$ cat config.mk
export PLATFORM = sky130hd
export DESIGN_NAME = ictf_arith
export DESIGN_NICKNAME = d
export VERILOG_FILES = /design/src/sv/imu_complementary_tilt_filter_unit_macros.svh /design/src/sv/ictf_pkg.sv /design/src/sv/ictf_arith.sv
export SDC_FILE = /design/constraint.sdc
export NUM_CORES = 2
export LEC_CHECK = 0
export ABC_CLOCK_PERIOD_IN_PS = 29100
export BUFFER_PORTS_ARGS = -buffer_cell sky130_fd_sc_hd__buf_2
export CORE_AREA = 4 4 510 260
export CTS_BUF_LIST = sky130_fd_sc_hd__clkbuf_4
export CTS_CLUSTER_SIZE = 24
export DETAILED_ROUTE_END_ITERATION = 12
export DIE_AREA = 0 0 514 264
export SETUP_SLACK_MARGIN = 0.5
export SLEW_MARGIN = 30
export SYNTH_ARGS = -nofsm -noshare
export SYNTH_HDL_FRONTEND = slang
export SYNTH_SLANG_ARGS = --single-unit
export TNS_END_PERCENT = 100
$ cat constraint.sdc
create_clock -name i_clk -period 29.1 [get_ports i_clk]
set_clock_uncertainty 0.2 [all_clocks]
set_input_delay 5.82 -clock i_clk [delete_from_list [all_inputs] [get_ports i_clk]]
set_output_delay 5.82 -clock i_clk [all_outputs]
set_load 0.05 [all_outputs]
$ cat src/sv/imu_complementary_tilt_filter_unit_macros.svh
// Assertion macros shared by the tilt filter RTL.
// No dependencies; included by files that carry concurrent assertions.
`ifndef IMU_COMPLEMENTARY_TILT_FILTER_UNIT_MACROS_SVH
`define IMU_COMPLEMENTARY_TILT_FILTER_UNIT_MACROS_SVH
`ifndef ASSERT_OFF
`define ICTF_ASSERT(lbl, prop) \
    lbl: assert property (@(posedge i_clk) disable iff (!i_rst_n) prop) \
        else $error("tilt filter assertion failed");
`define ICTF_ASSERT_NR(lbl, prop) \
    lbl: assert property (@(posedge i_clk) prop) \
        else $error("tilt filter assertion failed");
`else
`define ICTF_ASSERT(lbl, prop)
`define ICTF_ASSERT_NR(lbl, prop)
`endif
`endif

$ cat src/sv/ictf_pkg.sv
// Types, constants and the arctangent table of the tilt filter.
// No dependencies; imported by every module of the block.
package ictf_pkg;

    localparam int DW = 27;             // CORDIC datapath width
    localparam int TW = 5;              // arctangent table index width
    localparam int MAW = 36;            // multiplier operand A width
    localparam int MBW = 31;            // multiplier operand B width
    localparam int PW = MAW + MBW;      // product width
    localparam int NW = 53;             // signed dividend width
    localparam int QW = 34;             // signed quotient width
    localparam int DIV_BITS = 33;       // unsigned quotient magnitude width
    localparam int REM_W = 24;          // remainder width before the fix-up
    localparam int RECIP_SHIFT = 29;    // product shift of the quotient estimate
    localparam logic [19:0] US_PER_S = 20'd1000000;
    localparam logic [MBW-1:0] KINV_Q30 = 31'd652032874;
    // floor(2^49 / 1000000): the estimate never exceeds the true quotient.
    localparam logic [MBW-1:0] RECIP_US = 31'd562949953;

    typedef struct packed {
        logic mul_go;
        logic div_go;
    } t_arith_ctl;

    typedef struct packed {
        logic div_busy;
        logic div_done;
    } t_arith_sts;

    function automatic logic [21:0] atan_deg(input logic [TW-1:0] idx);
        logic [21:0] v;
        case (idx)
            5'd0: v = 22'd2949120;
            5'd1: v = 22'd1740967;
            5'd2: v = 22'd919879;
            5'd3: v = 22'd466945;
            5'd4: v = 22'd234379;
            5'd5: v = 22'd117304;
            5'd6: v = 22'd58665;
            5'd7: v = 22'd29335;
            5'd8: v = 22'd14668;
            5'd9: v = 22'd7334;
            5'd10: v = 22'd3667;
            5'd11: v = 22'd1833;
            5'd12: v = 22'd917;
            5'd13: v = 22'd458;
            5'd14: v = 22'd229;
            5'd15: v = 22'd115;
            5'd16: v = 22'd57;
            5'd17: v = 22'd29;
            5'd18: v = 22'd14;
            5'd19: v = 22'd7;
            5'd20: v = 22'd4;
            5'd21: v = 22'd2;
            5'd22: v = 22'd1;
            default: v = 22'd0;
        endcase
        return v;
    endfunction

endpackage

$ cat src/sv/ictf_arith.sv
// Shared signed multiplier with a registered product, and a floor divider by one
// million built on reciprocal multiplication through that multiplier. Depends on ictf_pkg.
module ictf_arith (
    input  logic                          i_clk,
    input  logic                          i_rst_n,
    input  ictf_pkg::t_arith_ctl          i_ctl,
    input  logic signed [ictf_pkg::MAW-1:0] i_a,
    input  logic signed [ictf_pkg::MBW-1:0] i_b,
    input  logic signed [ictf_pkg::NW-1:0]  i_num,
    output logic signed [ictf_pkg::PW-1:0]  o_prod,
    output logic signed [ictf_pkg::QW-1:0]  o_quot,
    output ictf_pkg::t_arith_sts          o_sts
);
    import ictf_pkg::*;

    typedef enum logic [2:0] {
        D_IDLE, D_MUL1, D_QEST, D_MUL2, D_REM, D_FIX
    } t_dstate;

    t_dstate              r_dst;
    logic signed [PW-1:0] r_prod;
    logic [NW-2:0]        r_mag;
    logic [DIV_BITS-1:0]  r_q;
    logic [REM_W-1:0]     r_rem;
    logic                 r_neg, r_done;
    logic [NW-2:0]        w_mag;
    logic signed [MAW-1:0] w_a;
    logic signed [MBW-1:0] w_b;
    logic                 w_mul;
    logic [QW-1:0]        w_qe;

    assign w_mag = i_num[NW-1] ? (NW-1)'(-i_num) : i_num[NW-2:0];

    // While dividing, the sequencer leaves the multiplier idle and the divider
    // borrows it: first the upper dividend bits times the reciprocal, then the
    // quotient estimate times one million.
    always_comb begin
        w_a   = i_a;
        w_b   = i_b;
        w_mul = i_ctl.mul_go;
        case (r_dst)
            D_MUL1: begin
                w_a   = MAW'(r_mag[NW-2:NW-33]);
                w_b   = RECIP_US;
                w_mul = 1'b1;
            end
            D_MUL2: begin
                w_a   = MAW'(r_q);
                w_b   = MBW'(US_PER_S);
                w_mul = 1'b1;
            end
            default: begin
                w_mul = i_ctl.mul_go;
            end
        endcase
    end

    always_ff @(posedge i_clk) begin
        if (w_mul) begin
            r_prod <= w_a * w_b;
        end
    end

    // The estimate is at most ten below the true quotient, so the remainder
    // fix-up subtracts one million at most ten times.
    always_ff @(posedge i_clk) begin
        if (!i_rst_n) begin
            r_dst  <= D_IDLE;
            r_done <= 1'b0;
        end else begin
            r_done <= 1'b0;
            case (r_dst)
                D_IDLE: begin
                    if (i_ctl.div_go) begin
                        r_neg <= i_num[NW-1];
                        r_mag <= w_mag;
                        r_dst <= D_MUL1;
                    end
                end
                D_MUL1: r_dst <= D_QEST;
                D_QEST: begin
                    r_q   <= r_prod[RECIP_SHIFT+DIV_BITS-1:RECIP_SHIFT];
                    r_dst <= D_MUL2;
                end
                D_MUL2: r_dst <= D_REM;
                D_REM: begin
                    r_rem <= REM_W'(r_mag - r_prod[NW-2:0]);
                    r_dst <= D_FIX;
                end
                D_FIX: begin
                    if (r_rem >= REM_W'(US_PER_S)) begin
                        r_rem <= r_rem - REM_W'(US_PER_S);
                        r_q   <= r_q + 1'b1;
                    end else begin
                        r_dst  <= D_IDLE;
                        r_done <= 1'b1;
                    end
                end
                default: r_dst <= D_IDLE;
            endcase
        end
    end

    // Floor of a negative quotient steps one further when a remainder is left.
    assign w_qe   = QW'(r_q) + QW'(r_rem != '0);
    assign o_quot = !r_neg ? QW'(r_q) : -w_qe;
    assign o_prod = r_prod;
    assign o_sts  = '{div_busy: (r_dst != D_IDLE), div_done: r_done};
endmodule

; ---- Word-level counts from Yosys, hierarchy flattened
; Cells that the tools add are included.
[totals]
regBits = 181
in_bits = 124
out_inout_bits = 103
[classes]
add_sub_neg = 6
n_mul = 1
order_cmp = 1
n_eq_ne = 8
mux = 13
n_reduce_logical = 11
[ops]
columns = cell, count
row1 = $pmux 36 s2, 1
row2 = $mul 36x31->67, 1
row3 = $pmux 33 s2, 1
row4 = $pmux 31 s2, 1
row5 = $mux 52, 1
row6 = $neg 52->52, 1
row7 = $pmux 24 s2, 1
row8 = $add 33x1->34, 1
row9 = $mux 34, 1
row10 = $neg 34->34, 1
row11 = $add 33x1->33 const B, 1
row12 = $mux 33, 1
row13 = $ge 24x20->1 const B, 1
row14 = $mux 24, 1
row15 = $reduce_bool 24->1, 1
row16 = $sub 24x20->24 const B, 1
row17 = $sub 24x24->24, 1
row18 = $pmux 3 s6, 1
row19 = $reduce_and 3->1, 3
row20 = $eq 3x2->1 const B, 2
row21 = $eq 3x3->1 const B, 2
row22 = $mux 3, 2
row23 = $ne 2x2->1 const B, 3
row24 = $reduce_and 2->1, 2
row25 = 6 further kinds, 8

; ---- Logic depth before layout (Yosys ltp)
[logic_depth]
word_depth = 4
depth_mapped = 33
mapped_depth_nobuf = 29

; ---- Least setup slack after synthesis
; OpenSTA, ideal clock, no wires.
[synth_path]
path_type = input -> register
startpoint = in i_b[5] (netlist bit)
endpoint = reg r_prod[63] (netlist: o_prod[63]) (data pin)
setup_ns = 0.157
t_arrival_ns = 13.304
slack_ns = 15.439
cell_stages = 27
n_path_buf = 2
path_cell_list = and2_1 clkbuf_1 nand2_1 inv_1 fa_1 fa_1 fa_1 fa_1 inv_1 fa_1 inv_1 fa_1 inv_1 fa_1 fa_1 inv_1 ha_1 clkbuf_1 a21oi_1 o21bai_1 a21oi_1 o21bai_1 a21o_1 a221oi_1 o21ba_2 mux2_2 nor3_1
[synth_between]
elab_chain_cells = 2
[synth_rtl]
columns = element, line_no
row1 = start: declaration, ictf_arith.sv:8  ; input logic signed [ictf_pkg::MBW-1:0] i_b,
row2 = $pmux 31 s2, ictf_arith.sv:41  ; case (r_dst)
row3 = $mul 36x31->67, ictf_arith.sv:60  ; r_prod <= w_a * w_b;
row4 = end signal: assignment, ictf_arith.sv:60
row5 = end: declaration, ictf_arith.sv:21  ; logic signed [PW-1:0] r_prod;
; No other way between the ends.
; A chain may end at the register's enable or synchronous reset.

; ---- Worst setup path in the final report
[layout_path]
startpoint = in i_a[13] (netlist bit)
endpoint = reg r_prod[56] (netlist: o_prod[56]) (data pin)
[layout_between]
elab_chain_cells = 2
[layout_rtl]
columns = element, line_no
row1 = start: declaration, ictf_arith.sv:7  ; input logic signed [ictf_pkg::MAW-1:0] i_a,
row2 = $pmux 36 s2, ictf_arith.sv:41
row3 = $mul 36x31->67, ictf_arith.sv:60
; No other way between the ends.

==> summary.txt <==
Setup path
  – CP bufs+invs: 8
  – Worst R2R Path Depth: 31
  – Capture point of the worst reg-to-reg path: o_prod[56]
  – Worst setup EP type: flip-flop
  – Worst Setup SP: i_a[13]
  – CP max-delay cell: o21ai_0
  – Startpoint types: input pin
  – WP data arrival: 15.18 ns
  – Slowest stage delay, CP: 0.77 ns
  – CP required: 29.37 ns
  – Reg2Reg Launch Point: r_dst[2]
  – CP delay by family, top: adder cells
  – Reg2reg setup slack: 16.86 ns
  – Setup CP Type: in -> reg
  – Most used cell, CP: fa_1
  – Worst-path maximum fanout: 15

Timing
  – Final Hold Vio Count: 0
  – Rel. slew slack: 28.6%
  – Highest clock rate: 0.0671 GHz
  – Final Max Slew Viols: 0
  – Worst-margin pin slew: 1.07 ns
  – RSZ-0062 raised after global routing: false
  – Hold WS: 0.359 ns
  – Final period demand of the worst path: 14.91 ns
  – Fin crit share: 51.2%
  – Setup tns final: 0 ns
  – Final Setup Violations: 0

Worst hold path
  – Worst hold-check path type: reg -> reg
  – Hold Startpoint: o_prod[29]
  – Hold depth: 2
  – Endpoint, Worst Hold: r_q[0]

GRT
  – Vias in the first global route: 41300
  – Total gr overflow: 0
  – Number of antenna violations at the first check in global routing: 18
  – Largest net degree at the start of global routing: 87
  – First-pass GRT wire length: 290 mm
  – Gr usage total: 29.4%

Floorplan
  – Core Box Area: 128000 um^2
  – DIE AREA: 136000 um^2
  – Width of the die: 514 um
  – Die height: 264 um
  – Starting Density: 39.8%
  – FP Rows: 93
  – Top Ports: 227

Placed design
  – Port bufs: 226
  – Post-DP HPWL: 164 mm
  – Final GP Congestion: 1.01

Synth
  – Mapped Cells: 5620
  – Synth Net Count: 7191
  – Post-synthesis sequential area ratio: 10.6%
  – Yosys top cell area share: 45.7%
  – Mapped Area: 50900 um^2
  – Top post-synthesis cells by area: fa_1, edfxtp_1, inv_1
  – EDFF count, synth: 177
  – Yosys cell types: 73
  – Post-synth ARST share: 0%
  – Number of synthesized register bits: 181
  – Avg Inst Size Synth: 9.06 um^2
  – Synth warn: 0
  – Top FF cell, synth: edfxtp_1
  – Cell accounting for the most synthesized area: fa_1

Run status
  – Status: finished, final reports clean

Route
  – Final WL: 198 mm
  – DRC Markers: 0
  – WL per Instance: 26.7 um
  – Vias: 41100
  – DR WL met2: 67.1 mm
  – DRT met1 WL: 87.5 mm
  – Highest routed layer: met5
  – Routed wl met3: 39.4 mm
  – DRT iter0 DRCs: 5039
  – 1st-pass router iterations: 6
  – Vias per inst: 5.52
  – Antenna Nets Post-Route: 0

Finish
  – Syn-to-layout area delta: 7.00%
  – Commonest non-fill, non-tap cell in the layout: inv_1
  – # fillers: 12500
  – Leading cell types in the layout, fill and taps excluded: inv_1, fa_1, nand2_1
  – Fin nets: 7274
  – Layout cells sized above 1: 7.40%
  – Post-Route Utilization: 42.6%

Run
  – Max-cap violations: 0

Clock tree
  – Clock Tree Root: clkbuf_4
  – Worst-Skew Late Latency: 0.73 ns
  – Hold_buf cts: 0
  – H-tree lvl count: 4
  – Clk buf depth: 2
  – Post-CTS Setup Bufs: 0
  – Num CTS Buffers: 17
  – Clock slew at reported path FFs: 0.22 ns
  – CTS tree: built
  – Post-CTS sizing: 0
  – Clk sinks: 181
## flip-flops by register name, summed over array words and instances, names as in the netlist
register,flops
r_neg,1
r_dst,3
r_mag,52
r_done,1
r_rem,24
r_q,33
o_prod,67
## cells by family (layout without fill, tap and decap cells)
group	after synthesis	after routing	share of synthesized area (%)
AND/OR/NAND/NOR	1651	1651	13.8
flip-flops	181	181	10.6
multiplexers	47	47	0.931
XOR/XNOR	205	205	3.52
adder cells (fa/ha/maj)	1447	1447	52.7
AO/OA/AOI/OAI	590	590	7.45
buffers and inverters	1499	1595	11.1
other	0	13	0
## through the flow
step,std cells,area (um^2),worst slack (ns)
2_1_floorplan,5620,50900,15.44
3_3_place_gp,7392,54100,13.81
5_1_grt,7433,54500,13.99
6_report,7439,54500,14.19
4_1_cts,7424,54400,14.54
3_5_place_dp,7392,54100,13.74
## layout make-up
class / count / area, um^2 / area share, %
Multi-Input combinational cell: 3940 / 40100 / 73.5
Clock buffer: 17 / 128 / 0.234
Tap cell: 1710 / 2140 / 3.92
Inverter: 1240 / 4650 / 8.54
Timing Repair Buffer: 323 / 1890 / 3.48
Sequential cell: 181 / 5400 / 9.90
Antenna cell: 13 / 32.5 / 0.0597
Clock inverter: 15 / 195 / 0.358
## cells in the mapped netlist, types with 38 or more instances
library cell and number:
a21o_1 64, a21oi_1 126, a31oi_1 38, and3_1 93, clkbuf_1 244, edfxtp_1 177, fa_1 1164, ha_1 283
inv_1 1237, mux2i_1 44, nand2_1 701, nand3_1 75, nor2_1 607, o21a_1 48, o21ai_0 142, xnor2_1 148
xor2_1 57
## layer usage
metal	GRT usage, %	vias up
met1	44.4	20800
li1	-	17200
met5	2.70	-
met4	5.35	18
met2	33.2	2776
met3	19.9	209
## tightest hold or removal path: cells and delay by family (launching register included)
kind | cells | cell delay, ns
flip-flops | 1 | 0.39
AND/OR/NAND/NOR | 1 | 0.05
AO/OA/AOI/OAI | 1 | 0.06
## how the worst max path moves through the flow
stage	endpoint	slack [ns]	cells past startpoint
6_report	o_prod[56]	14.19	28
5_1_grt	o_prod[64]	13.99	28
4_1_cts	o_prod[56]	14.54	28
3_5_place_dp	o_prod[56]	13.74	28
3_3_place_gp	o_prod[64]	13.81	28
2_1_floorplan	o_prod[63]	15.44	27
Power is left out: the tool's default activity adds up to more than one toggle a clock period on the data nets, which glitch-free logic cannot reach.
