--- config.mk ---
export PLATFORM = sky130hd
export DESIGN_NAME = ictf_cordic
export DESIGN_NICKNAME = d
export VERILOG_FILES = /design/src/sv/imu_complementary_tilt_filter_unit_macros.svh /design/src/sv/ictf_pkg.sv /design/src/sv/ictf_cordic.sv
export SDC_FILE = /design/constraint.sdc
export NUM_CORES = 1
export LEC_CHECK = 0
export ABC_AREA = 1
export BUFFER_PORTS_ARGS = -buffer_cell sky130_fd_sc_hd__buf_4
export CORE_UTILIZATION = 43
export CTS_BUF_LIST = sky130_fd_sc_hd__clkbuf_4 sky130_fd_sc_hd__clkbuf_8
export CTS_CLUSTER_DIAMETER = 80
export CTS_CLUSTER_SIZE = 25
export DETAILED_ROUTE_END_ITERATION = 12
export GPL_TIMING_DRIVEN = 0
export SETUP_SLACK_MARGIN = 0.15
export SYNTH_ARGS = -nofsm -noshare
export SYNTH_HDL_FRONTEND = slang
export SYNTH_SLANG_ARGS = --single-unit
--- constraint.sdc ---
create_clock -name i_clk -period 8.4 [get_ports i_clk]
set_input_delay 1.68 -clock i_clk [delete_from_list [all_inputs] [get_ports i_clk]]
set_output_delay 1.68 -clock i_clk [all_outputs]
set_load 0.01 [all_outputs]
--- src/sv/imu_complementary_tilt_filter_unit_macros.svh ---
// Assertion macros shared by the tilt filter RTL.
// No dependencies; included by files that carry concurrent assertions.
`ifndef IMU_COMPLEMENTARY_TILT_FILTER_UNIT_MACROS_SVH
`define IMU_COMPLEMENTARY_TILT_FILTER_UNIT_MACROS_SVH
`ifndef ASSERT_OFF
`define ICTF_ASSERT(lbl, prop) \
    lbl: assert property (@(posedge i_clk) disable iff (!i_rst_n) prop) \
        else $error("tilt filter assertion failed");
`define ICTF_ASSERT_NR(lbl, prop) \
    lbl: assert property (@(posedge i_clk) prop) \
        else $error("tilt filter assertion failed");
`else
`define ICTF_ASSERT(lbl, prop)
`define ICTF_ASSERT_NR(lbl, prop)
`endif
`endif

--- src/sv/ictf_pkg.sv ---
// Types, constants and the arctangent table of the tilt filter.
// No dependencies; imported by every module of the block.
package ictf_pkg;

    localparam int DW = 27;             // CORDIC datapath width
    localparam int TW = 5;              // arctangent table index width
    localparam int MAW = 36;            // multiplier operand A width
    localparam int MBW = 31;            // multiplier operand B width
    localparam int PW = MAW + MBW;      // product width
    localparam int NW = 53;             // signed dividend width
    localparam int QW = 34;             // signed quotient width
    localparam int DIV_BITS = 33;       // unsigned quotient magnitude width
    localparam int REM_W = 24;          // remainder width before the fix-up
    localparam int RECIP_SHIFT = 29;    // product shift of the quotient estimate
    localparam logic [19:0] US_PER_S = 20'd1000000;
    localparam logic [MBW-1:0] KINV_Q30 = 31'd652032874;
    // floor(2^49 / 1000000): the estimate never exceeds the true quotient.
    localparam logic [MBW-1:0] RECIP_US = 31'd562949953;

    typedef struct packed {
        logic mul_go;
        logic div_go;
    } t_arith_ctl;

    typedef struct packed {
        logic div_busy;
        logic div_done;
    } t_arith_sts;

    function automatic logic [21:0] atan_deg(input logic [TW-1:0] idx);
        logic [21:0] v;
        case (idx)
            5'd0: v = 22'd2949120;
            5'd1: v = 22'd1740967;
            5'd2: v = 22'd919879;
            5'd3: v = 22'd466945;
            5'd4: v = 22'd234379;
            5'd5: v = 22'd117304;
            5'd6: v = 22'd58665;
            5'd7: v = 22'd29335;
            5'd8: v = 22'd14668;
            5'd9: v = 22'd7334;
            5'd10: v = 22'd3667;
            5'd11: v = 22'd1833;
            5'd12: v = 22'd917;
            5'd13: v = 22'd458;
            5'd14: v = 22'd229;
            5'd15: v = 22'd115;
            5'd16: v = 22'd57;
            5'd17: v = 22'd29;
            5'd18: v = 22'd14;
            5'd19: v = 22'd7;
            5'd20: v = 22'd4;
            5'd21: v = 22'd2;
            5'd22: v = 22'd1;
            default: v = 22'd0;
        endcase
        return v;
    endfunction

endpackage

--- src/sv/ictf_cordic.sv ---
// Iterative vectoring CORDIC, one micro-rotation per cycle.
// Depends on ictf_pkg for widths and the arctangent table.
module ictf_cordic #(
    parameter int STEPS = 16
) (
    input  logic                         i_clk,
    input  logic                         i_rst_n,
    input  logic                         i_start,
    input  logic signed [ictf_pkg::DW-1:0] i_x0,
    input  logic signed [ictf_pkg::DW-1:0] i_y0,
    output logic signed [ictf_pkg::DW-1:0] o_x,
    output logic signed [ictf_pkg::DW-1:0] o_ang,
    output logic                         o_done
);
    import ictf_pkg::*;

    localparam int CW = $clog2(STEPS + 1);

    logic signed [DW-1:0] r_x, r_y, r_ang;
    logic [CW-1:0]        r_cnt;
    logic                 r_busy, r_done;
    logic signed [DW-1:0] w_xs, w_ys, w_tab;

    assign w_xs  = r_x >>> r_cnt;
    assign w_ys  = r_y >>> r_cnt;
    assign w_tab = DW'(atan_deg(TW'(r_cnt)));

    always_ff @(posedge i_clk) begin
        if (!i_rst_n) begin
            r_busy <= 1'b0;
            r_done <= 1'b0;
            r_cnt  <= '0;
        end else begin
            r_done <= 1'b0;
            if (i_start) begin
                r_x    <= i_x0;
                r_y    <= i_y0;
                r_ang  <= '0;
                r_cnt  <= '0;
                r_busy <= 1'b1;
            end else if (r_busy) begin
                if (r_y[DW-1]) begin
                    r_x   <= r_x - w_ys;
                    r_y   <= r_y + w_xs;
                    r_ang <= r_ang - w_tab;
                end else begin
                    r_x   <= r_x + w_ys;
                    r_y   <= r_y - w_xs;
                    r_ang <= r_ang + w_tab;
                end
                r_cnt <= r_cnt + 1'b1;
                if (r_cnt == CW'(STEPS - 1)) begin
                    r_busy <= 1'b0;
                    r_done <= 1'b1;
                end
            end
        end
    end

    assign o_x    = r_x;
    assign o_ang  = r_ang;
    assign o_done = r_done;
endmodule

Yosys cells after proc, flatten, opt, wreduce, memory -nomap -nowiden
Memory sizes are Yosys's and may differ from the RTL's. A register that Yosys moved wholly into a read port is not among the register bits.
Index checks and enable logic that the tools add are counted.
{"block": "totals", "reg_bits": 88, "latch_bits": 0, "mem_bits_rw": 0, "rom_bits": 704, "in_bits": 57, "wordCells": 37, "n_memories": 1}
{"memory": "(name not given)", "depth": 32, "word_bits": 22, "read_ports": 1, "rd_clocked_by_memory_dff": 1, "write_ports": 0, "line": "ictf_pkg.sv:32", "rtl": "case (idx)"}
{"block": "op_classes", "addsub": 7, "multipliers": 0, "div_mod_pow": 0, "n_lt_le_gt_ge": 0, "eq_ne": 1, "shift": 2, "mux": 14, "bitwise_logic": 2, "n_reduce_logical": 4}
{"op": "two-way mux 27 bit", "n": 8}
{"op": "adder 27 bit", "n": 2}
{"op": ">>> shifter 27 x 5 -> 27 bit", "n": 2}
{"op": "subtractor 27 bit", "n": 2}
{"op": "adder 27 x 23 -> 27 bit", "n": 1}
{"op": "subtractor 27 x 23 -> 27 bit", "n": 1}
{"op": "two-way mux 5 bit", "n": 2}
{"op": "adder 5 x 1 -> 5 bit, second input constant", "n": 1}
{"op": "equality test 5 x 4 -> 1 bit, second input constant", "n": 1}
{"op": "two-way mux 1 bit", "n": 4}
{"op": "OR reduction 3 bit", "n": 1}
{"op": "inverter 1 bit", "n": 2}
{"op": "AND reduction 2 bit", "n": 1}
{"op": "nonzero test 2 bit", "n": 1}
{"op": "OR reduction 2 bit", "n": 1}

Longest topological paths before layout
Gate-level depths: netlist of run 1.
{"block": "logic_depth", "ltp_word": 5, "depth_mapped": 34, "depth_no_buf": 32}

Worst setup path before layout of run 1
Ideal clock, no wire load.
{"block": "synth_timing", "path_kind": "input -> register", "from": "input port i_start", "to": "register r_ang[0] (netlist: o_ang[0]) (enable)", "arrival_time_ns": 6.199, "setup_slack_ns": 1.652, "stages": 4, "path_cell_list": "clkbuf_1 > inv_1 > clkbuf_1 > a21oi_1"}
{"block": "synth_via", "elab_chain_len": 2}
{"element": "start: declaration", "line": "ictf_cordic.sv:8", "rtl": "input logic i_start,"}
{"element": "nonzero test 2 bit (no line)"}
{"element": "AND reduction 2 bit (no line)"}
{"element": "end signal: assignment", "line": "ictf_cordic.sv:45", "rtl": "r_ang <= r_ang - w_tab;"}
{"element": "end signal: assignment", "line": "ictf_cordic.sv:49", "rtl": "r_ang <= r_ang + w_tab;"}
{"element": "end: declaration", "line": "ictf_cordic.sv:19", "rtl": "logic signed [DW-1:0] r_x, r_y, r_ang;"}
Every way passes these cells.
A chain may end at the register's enable or synchronous reset.

Final worst setup path of run 1
{"block": "layout_timing", "from": "register r_cnt[0]", "to": "register r_y[22] (data pin)"}
{"block": "layout_via", "elab_chain_len": 5}
{"element": "start: declaration", "line": "ictf_cordic.sv:20", "rtl": "logic [CW-1:0] r_cnt;"}
{"element": "start signal: assignment", "line": "ictf_cordic.sv:51", "rtl": "r_cnt <= r_cnt + 1'b1;"}
{"element": ">>> shifter 27 x 5 -> 27 bit (*)", "line": "ictf_cordic.sv:24", "rtl": "assign w_xs = r_x >>> r_cnt;"}
{"element": "subtractor 27 bit or adder 27 bit (tied branches)", "line": "ictf_cordic.sv:48, ictf_cordic.sv:44"}
{"element": "two-way mux 27 bit (*)", "line": "ictf_cordic.sv:42", "rtl": "if (r_y[DW-1]) begin"}
{"element": "two-way mux 27 bit (*)", "line": "ictf_cordic.sv:41", "rtl": "end else if (r_busy) begin"}
{"element": "two-way mux 27 bit (*)", "line": "ictf_cordic.sv:35", "rtl": "if (i_start) begin"}
{"element": "end signal: assignment", "line": "ictf_cordic.sv:37", "rtl": "r_y <= i_y0;"}
{"element": "end signal: assignment", "line": "ictf_cordic.sv:44", "rtl": "r_y <= r_y + w_xs;"}
{"element": "end signal: assignment", "line": "ictf_cordic.sv:48", "rtl": "r_y <= r_y - w_xs;"}
{"element": "end: declaration", "line": "ictf_cordic.sv:19"}
Every way passes the cells marked *; elsewhere a longest branch is shown, timed or not. The select of a mux whose other input is x is not followed.

==> parameters.txt, run 1 <==
Parameter                              Value

Worst setup path
  Depth of the worst register-to-register path    28
  Most common cell on crit path    nand2_1
  Required time of the worst setup path    ~8.6 ns
  Arrival time of the worst setup path    between 5 and 6 ns
  Largest stage delay, worst path    roughly 0.4 ns
  R2r startpoint    r_cnt[0]$_SDFFE_PP0P_
  Setup CP Type    reg2reg
  Endpoint of the worst register-to-register path    r_y[22]$_DFFE_PP_
  Slowest cell on the critical path    o21ai_1
  CP Max Fanout    10
  Slack of the worst reg-to-reg path    roughly 2.7 ns
  Launching element type of the critical path    register
  CP Capture Type    register

Logic synthesis
  Ys async rst share    0%
  Nets in the synthesized netlist    between 2000 and 2500
  Primary flip-flop cell chosen by synthesis mapping    edfxtp_1
  Ys Warns    0
  Share of the yosys chip area belonging to registers    22.6%
  Adder-Cell Fraction of Synth Area    9.19%
  Post-synthesis instance area    between 10000 and 15000 sq um
  Mean area per synthesized cell    around 6.3 sq um
  Count of flip-flops with a built-in enable after synthesis    between 80 and 90
  Compound-cell area share of the yosys netlist    between 15 and 20%
  Simple-gate portion of the synthesized area    between 40% and 50%
  Count of state elements after synthesis    110
  Netlist cell types    57
  Instance count of the mapped netlist    about 2100
  Multiplexer fraction of the synthesized cell area    0%
  Combinational family with the most area after synthesis    simple AND/OR/NAND/NOR gates
  Synthesized-area fraction occupied by xor and xnor cells    under 10%

Floorplan
  Effective utilization at floorplan    a little over two fifths
  Vert. Die Dim    approximately 180 um
  Die area    ~32000 sq um
  Die outline width    ~180 um
  Number of top-level design ports    112
  Number of core rows    64
  Std-Cell Core Area    roughly 31000 sq um

CTS
  Buffer type at the clock tree root    clkbuf_8
  Clock H-tree levels    3
  Clock network latency to the later pin of the worst-skew pair    between 0.4 and 0.5 ns
  Clk pin slew, worst setup/hold paths    around 0.13 ns
  CTS tree    built
  Count of hold-fix buffers inserted at cts    0
  TritonCTS buffer count    9
  Max Root-Sink Buffers    2
  Clock Sink Count    between 100 and 150
  Number of buffers inserted to repair setup after CTS    0
  Count of instances resized after the clock tree is built    0

Worst hold path
  Hold path start    r_y[0]$_DFFE_PP_
  Worst hold path stage count    3
  Tightest Hold Check Type    reg2reg
  Hold worst-path end    r_y[0]$_DFFE_PP_

Power and ir drop
  Internal power of the cells    1.44 mW
  Pwr Total    between 2 and 3 mW
  Switching Share    between 50% and 60%
  Logic pwr share    about three fifths
  NetSw    roughly 1.5 mW
  Worst VDD drop    ~0.17 mV
  Clock share of power    13.0%
  Share of power burned in registers    a little over a quarter
  Power per standard cell area    196 nW/um^2
  Static Leakage    about 7.2 nW

Flow run
  MaxCap Viol Count    0

Routing
  Ratio of routed vias to standard cells    between 5 and 6
  DR iter-0 viols    around 1500
  DR WL/cell    between 20 and 25 um
  Via count of the routed design    between 15000 and 20000
  Final wirelength    54.5 mm
  Number of DRC violations after detailed routing    0
  Number of iterations in the first detailed-routing pass    6
  Remaining number of nets flagged by the antenna check after routing    0

GRT
  Vias in the first global route    roughly 14000
  Remaining Overflow, GRT    0
  Largest net degree at the start of global routing    29
  First-pass GRT wire length    82.2 mm
  Initial antenna violation count    0
  Global-route usage over all layers    34.8%

Finish
  Area growth from synthesis to layout    12.1%
  Storage cell area    around 3000 sq um
  Final instance count without filler cells    approximately 2600
  Number of nets in the final layout    between 2000 and 2500
  Final-layout fill cell count    about 3300
  Footprint of the multi-input gates    9180 sq um
  Final core utilization    around half
  Fraction of final layout cells with drive strength greater than 1    roughly an eighth
  Count of antenna diodes in the layout    0

Timing
  Tmin final    ~5.7 ns
  Final period util    between 60% and 70%
  Setup clock skew after layout    0.0156 ns
  Worst Setup Slack, final    between 2 and 3 ns
  Top achievable clock speed    about 180 MHz
  Final Hold Vio Count    0
  RSZ-0062 raised after global routing    no
  Number of setup violations in the final report    0
  Final-layout worst hold slack    about 0.69 ns
  Max-Slew Margin vs Limit    between 10% and 20%
  Final Slew Violations    0
  Pin slew with the least headroom to its limit    1.20 ns

Run status
  Run status    finished clean

Placed design
  PortBufs    110
  Final RePlAce weighted congestion    between 1 and 1.5
  Worst setup slack after placement    roughly 3 ns
  Cell total after placement    2627
  Final HPWL from detailed placement    43.7 mm
registers in the layout, summed over array words and instances, names as in the netlist:
| name | cells |
|---|---|
| o_done | 1 |
| o_ang | 27 |
| r_cnt | 5 |
| r_y | 27 |
| w_tab | 22 |
| o_x | 27 |
| r_busy | 1 |
critical path, delay by kind of cell, from the launching register on:
| family | cells | cell delay, ns |
|---|---|---|
| DFF | 1 | 0.38 |
| adders and majority gates | 2 | 0.64 |
| buffers and inverters | 5 | 0.62 |
| and+or+nand+nor | 11 | 1.45 |
| xor gates and xnor gates | 1 | 0.33 |
| AOI/OAI and AO/OA | 9 | 2.03 |
Yosys cell counts, drive strengths merged (15+ instances only):
library cell | instances | area [sq um]
a31oi | 20 | 125
nand4 | 16 | 100
nand3 | 347 | 1830
clkbuf | 24 | 90.1
ha | 93 | 1160
inv | 185 | 697
xor2 | 40 | 350
nor2 | 164 | 668
or2 | 32 | 200
edfxtp | 81 | 2430
o21ai | 149 | 764
a21oi | 130 | 662
xnor2 | 15 | 131
dfxtp | 29 | 581
buf | 61 | 338
nor3 | 23 | 120
nand2 | 628 | 2420
kinds of logic after synthesis:
family / Yosys count
fa+ha+maj: 96
simple gates: 1225
flops: 110
xor+xnor: 55
compound gates: 358
buf+inv: 274
final cells by class:
type	count	area share (%)
Timing Repair Buffer	113	5.98
Tap cell	396	3.32
Clock inverter	7	0.628
Inverter	189	4.77
Clock buffer	9	0.829
Multi-Input combinational cell	1734	61.4
Sequential cell	110	20.2
Buffer	85	2.86
per-layer routing:
layer	wire [um]	vias up	GRT usage (%)
li1	-	7406	-
met1	23900	7169	46.4
met2	24300	616	55.5
met3	4130	106	5.54
met4	2140	0	14.3
met5	0	-	0
metrics by stage:
step	area, sq um	setup TNS (ns)
4_1_cts	14900	0
6_report	14900	0
5_1_grt	14900	0
3_3_place_gp	14600	-133.03
3_5_place_dp	14700	0
2_1_floorplan	13300	0
worst max path at each step:
stage                               start                endpoint  slack (ns)  cells after the start
floorplan                         i_start  o_ang[0]$_SDFFCE_PP0P_        1.65                      4
global placement                  i_start       o_x[26]$_DFFE_PP_       -1.64                      4
detailed placement  r_cnt[0]$_SDFFE_PP0P_       r_y[22]$_DFFE_PP_        2.94                     28
CTS                 r_cnt[0]$_SDFFE_PP0P_       r_y[22]$_DFFE_PP_        2.91                     28
global route        r_cnt[0]$_SDFFE_PP0P_       r_y[22]$_DFFE_PP_        2.40                     28
finish              r_cnt[0]$_SDFFE_PP0P_       r_y[22]$_DFFE_PP_        2.73                     28
power by group through the flow:
stage	sequential [mW]	combinational [mW]	clock, mW
2_1_floorplan	0.757	1.24	0
3_3_place_gp	0.782	1.71	0
3_5_place_dp	0.776	1.74	0
4_1_cts	0.764	1.75	0.390
5_1_grt	0.769	2.00	0.409
6_report	0.764	1.78	0.382
cell usage in the layout, fill, tap and decap left out, drive strengths merged:
cell and count:
a211o 1, a211oi 4, o31ai 6, o211ai 9
inv 190, a21o 8, clkbuf 33, nand3b 1
nor2 164, fa 3, clkinv 6, or2 32
nand2 628, a221oi 3, o21a 6, nand3 347
xor2 40, nor3b 6, and3 1, edfxtp 81
o221ai 3, nand4 16, nor4 4, o22ai 2
and2 2, a21oi 130, dfxtp 29, a21boi 1
a31oi 20, or3 1, nor3 23, o21bai 12
o311ai 1, o21ai 149, xnor2 15, ha 93
a31o 3, buf 174
No activity file was read; power rests on OpenSTA's default activity.
==> run 2: changes to the inputs <==
==> constraint.sdc (replaced) <==
create_clock -name i_clk -period 5 [get_ports i_clk]
set_input_delay 1 -clock i_clk [delete_from_list [all_inputs] [get_ports i_clk]]
set_output_delay 1 -clock i_clk [all_outputs]
set_load 0.01 [all_outputs]
==> parameters.txt, run 2 (same netlist as run 1, synthesis figures left out) <==
Parameter                              Value

GRT
  First-pass GRT wire length    83.0 mm (+0.93%)
  Largest net degree at the start of global routing    29 (unchanged)
  Initial antenna violation count    0 (unchanged)
  Global-route usage over all layers    35.3% (+0.57 points)
  Vias in the first global route    14000 (-1.3%)
  Remaining Overflow, GRT    0 (unchanged)

Power and ir drop
  Pwr Total    5.13 mW (+75%)
  Static Leakage    7.40 nW (+2.2%)
  Worst VDD drop    0.204 mV (+22%)
  Power per standard cell area    333 nW/um^2 (+70%)

Finish
  Number of nets in the final layout    2404 (+0.38%)
  Area growth from synthesis to layout    15.8%
  Fraction of final layout cells with drive strength greater than 1    15.7% (+3.4 points)
  Final core utilization    50.5% (+1.6 points)
  Most common library cell in the layout ignoring fill and taps    nand2_1
  Commonest non-fill, non-tap cells in the layout    607 x nand2_1, 322 x nand3_1, 176 x inv_1
  Final-layout fill cell count    3191 (-2.7%)

Timing
  Number of setup violations in the final report    0 (unchanged)
  Final Hold Vio Count    0 (unchanged)
  Setup clock skew after layout    0.0168 ns (+0.00118 ns)
  Final Slew Violations    0 (unchanged)
  Pin slew with the least headroom to its limit    1.26 ns (+0.0557 ns)
  RSZ-0062 raised after global routing    yes
  Final-layout worst hold slack    0.705 ns (+0.0123 ns)
  Max-Slew Margin vs Limit    16.0% (-3.7 points)
  Top achievable clock speed    208 MHz (+18%)
  Tmin final    4.82 ns (-0.850 ns)
  Final period util    96.3% (+29 points)

Floorplan
  Std-Cell Core Area    30500 sq um (unchanged)
  Die outline width    178 um (unchanged)
  Number of core rows    64 (unchanged)
  Die area    31700 sq um (unchanged)
  Number of top-level design ports    112 (unchanged)
  Effective utilization at floorplan    43.7% (unchanged)
  Vert. Die Dim    178 um (unchanged)

CTS
  Buffer type at the clock tree root    clkbuf_8
  Clock Sink Count    110 (unchanged)
  Clock network latency to the later pin of the worst-skew pair    0.45 ns (about the same)
  Count of hold-fix buffers inserted at cts    0 (unchanged)
  TritonCTS buffer count    9 (unchanged)
  Clk pin slew, worst setup/hold paths    0.12 ns (about the same)
  Max Root-Sink Buffers    2 (unchanged)
  CTS tree    built
  Clock H-tree levels    3 (unchanged)

Routing
  Ratio of routed vias to standard cells    5.81 (+0.31%)
  DR WL/cell    21.1 um (+2.2%)
  Via count of the routed design    15400 (+0.69%)
  Number of DRC violations after detailed routing    0 (unchanged)
  Number of iterations in the first detailed-routing pass    6 (unchanged)
  DR iter-0 viols    1409 (-7.6%)
  Final wirelength    55.9 mm (+2.6%)
  Remaining number of nets flagged by the antenna check after routing    0 (unchanged)

Run status
  Run status    finished clean

Worst setup path
  Largest stage delay, worst path    0.39 ns (about the same)
  CP Max Fanout    10 (unchanged)
  Setup CP Type    reg2reg
  CP Capture Type    register
  Worst path top cell family by delay    simple AND/OR/NAND/NOR gates
  Arrival time of the worst setup path    4.99 ns (-0.90 ns)
  Number of buffers and inverters on the critical path    5 (unchanged)
  Required time of the worst setup path    5.18 ns (-3.44 ns)
  Most common cell on crit path    nand2_1
  Slowest cell on the critical path    ha_1
  Launching element type of the critical path    register

Placed design
  Final RePlAce weighted congestion    1.03 (-0.20%)
  Final HPWL from detailed placement    44.9 mm (+2.8%)
  PortBufs    110 (unchanged)

Worst hold path
  Tightest Hold Check Type    reg2reg

Flow run
  MaxCap Viol Count    0 (unchanged)
[run 2: path summary, 6_finish.rpt]
| kind | start | to | slack (ns) | cells past startpoint |
|---|---|---|---|---|
| setup reg to reg | r_cnt[0]$_SDFFE_PP0P_ | r_y[20]$_DFFE_PP_ | 0.18 | 27 |
| hold / removal | r_busy$_SDFF_PN0_ | o_done$_SDFF_PP0_ | 0.70 | 2 |
| setup / recovery | r_cnt[0]$_SDFFE_PP0P_ | r_y[20]$_DFFE_PP_ | 0.18 | 27 |
| hold reg to reg | r_busy$_SDFF_PN0_ | o_done$_SDFF_PP0_ | 0.70 | 2 |
[run 2: routing by layer]
layer | wire [um] | track usage (%)
met1 | 24200 | 48.5
met2 | 25100 | 56.3
met3 | 4700 | 4.86
met4 | 1940 | 12.5
met5 | 0 | 0
[run 2: worst reg2reg max path: stages, from the launching register on]
cell and delay [ns]:
dfxtp_2 0.36, buf_6 0.15, buf_6 0.18, o21ai_1 0.14
o21ai_1 0.21, o21ai_1 0.13, nand2_1 0.12, nand2_1 0.10
o21ai_4 0.21, ha_4 0.16, inv_1 0.03, nor2_1 0.12
nand3_2 0.17, nor3_4 0.20, nor2_1 0.09, xor2_2 0.27
inv_1 0.10, ha_1 0.39, nand2_1 0.13, nor2_2 0.23
nand2_1 0.08, nand2_1 0.10, a31oi_4 0.05, o21ai_2 0.26
a21oi_2 0.11, buf_4 0.15, xor2_1 0.21, o21ai_0 0.10
[run 2: final cells by class]
type / count / area [sq um] / share of cell area (%)
diodes: 1 / 2.50 / 0.0162
plain buffers: 85 / 489 / 3.17
clock buffers: 9 / 124 / 0.803
clock inverters: 7 / 88.8 / 0.576
inverters: 189 / 714 / 4.63
multi-input cells: 1734 / 9530 / 61.8
flip-flops and latches: 110 / 3010 / 19.5
well taps: 396 / 495 / 3.21
repair buffers: 122 / 961 / 6.23
[run 2: per-stage QoR]
stage / TNS [ns] / instances / worst slack (ns) / instance area (sq um)
finish: 0 / 2653 / 0.184 / 15400
global route: 0 / 2652 / 0.0329 / 15400
CTS: 0 / 2646 / 0.155 / 15000
detailed placement: -3.02 / 2627 / -0.590 / 14700
global placement: -108.26 / 2624 / -1.29 / 14600
floorplan: 0 / 2118 / 0.767 / 13300
[run 2: what timing repair did]
item	CTS	global route
endpoints found under the setup margin	23	30
endpoints found under the hold margin	0	0
resized for setup	26	90
setup buffers	3	6
pin swaps	5	19
[run 2: where the power goes]
group	total, mW	leakage, nW	internal [mW]	switching, mW
Combinational	3.20	6.27	1.15	2.04
Sequential	1.29	1.02	1.15	0.147
Clock	0.643	0.109	0.244	0.400
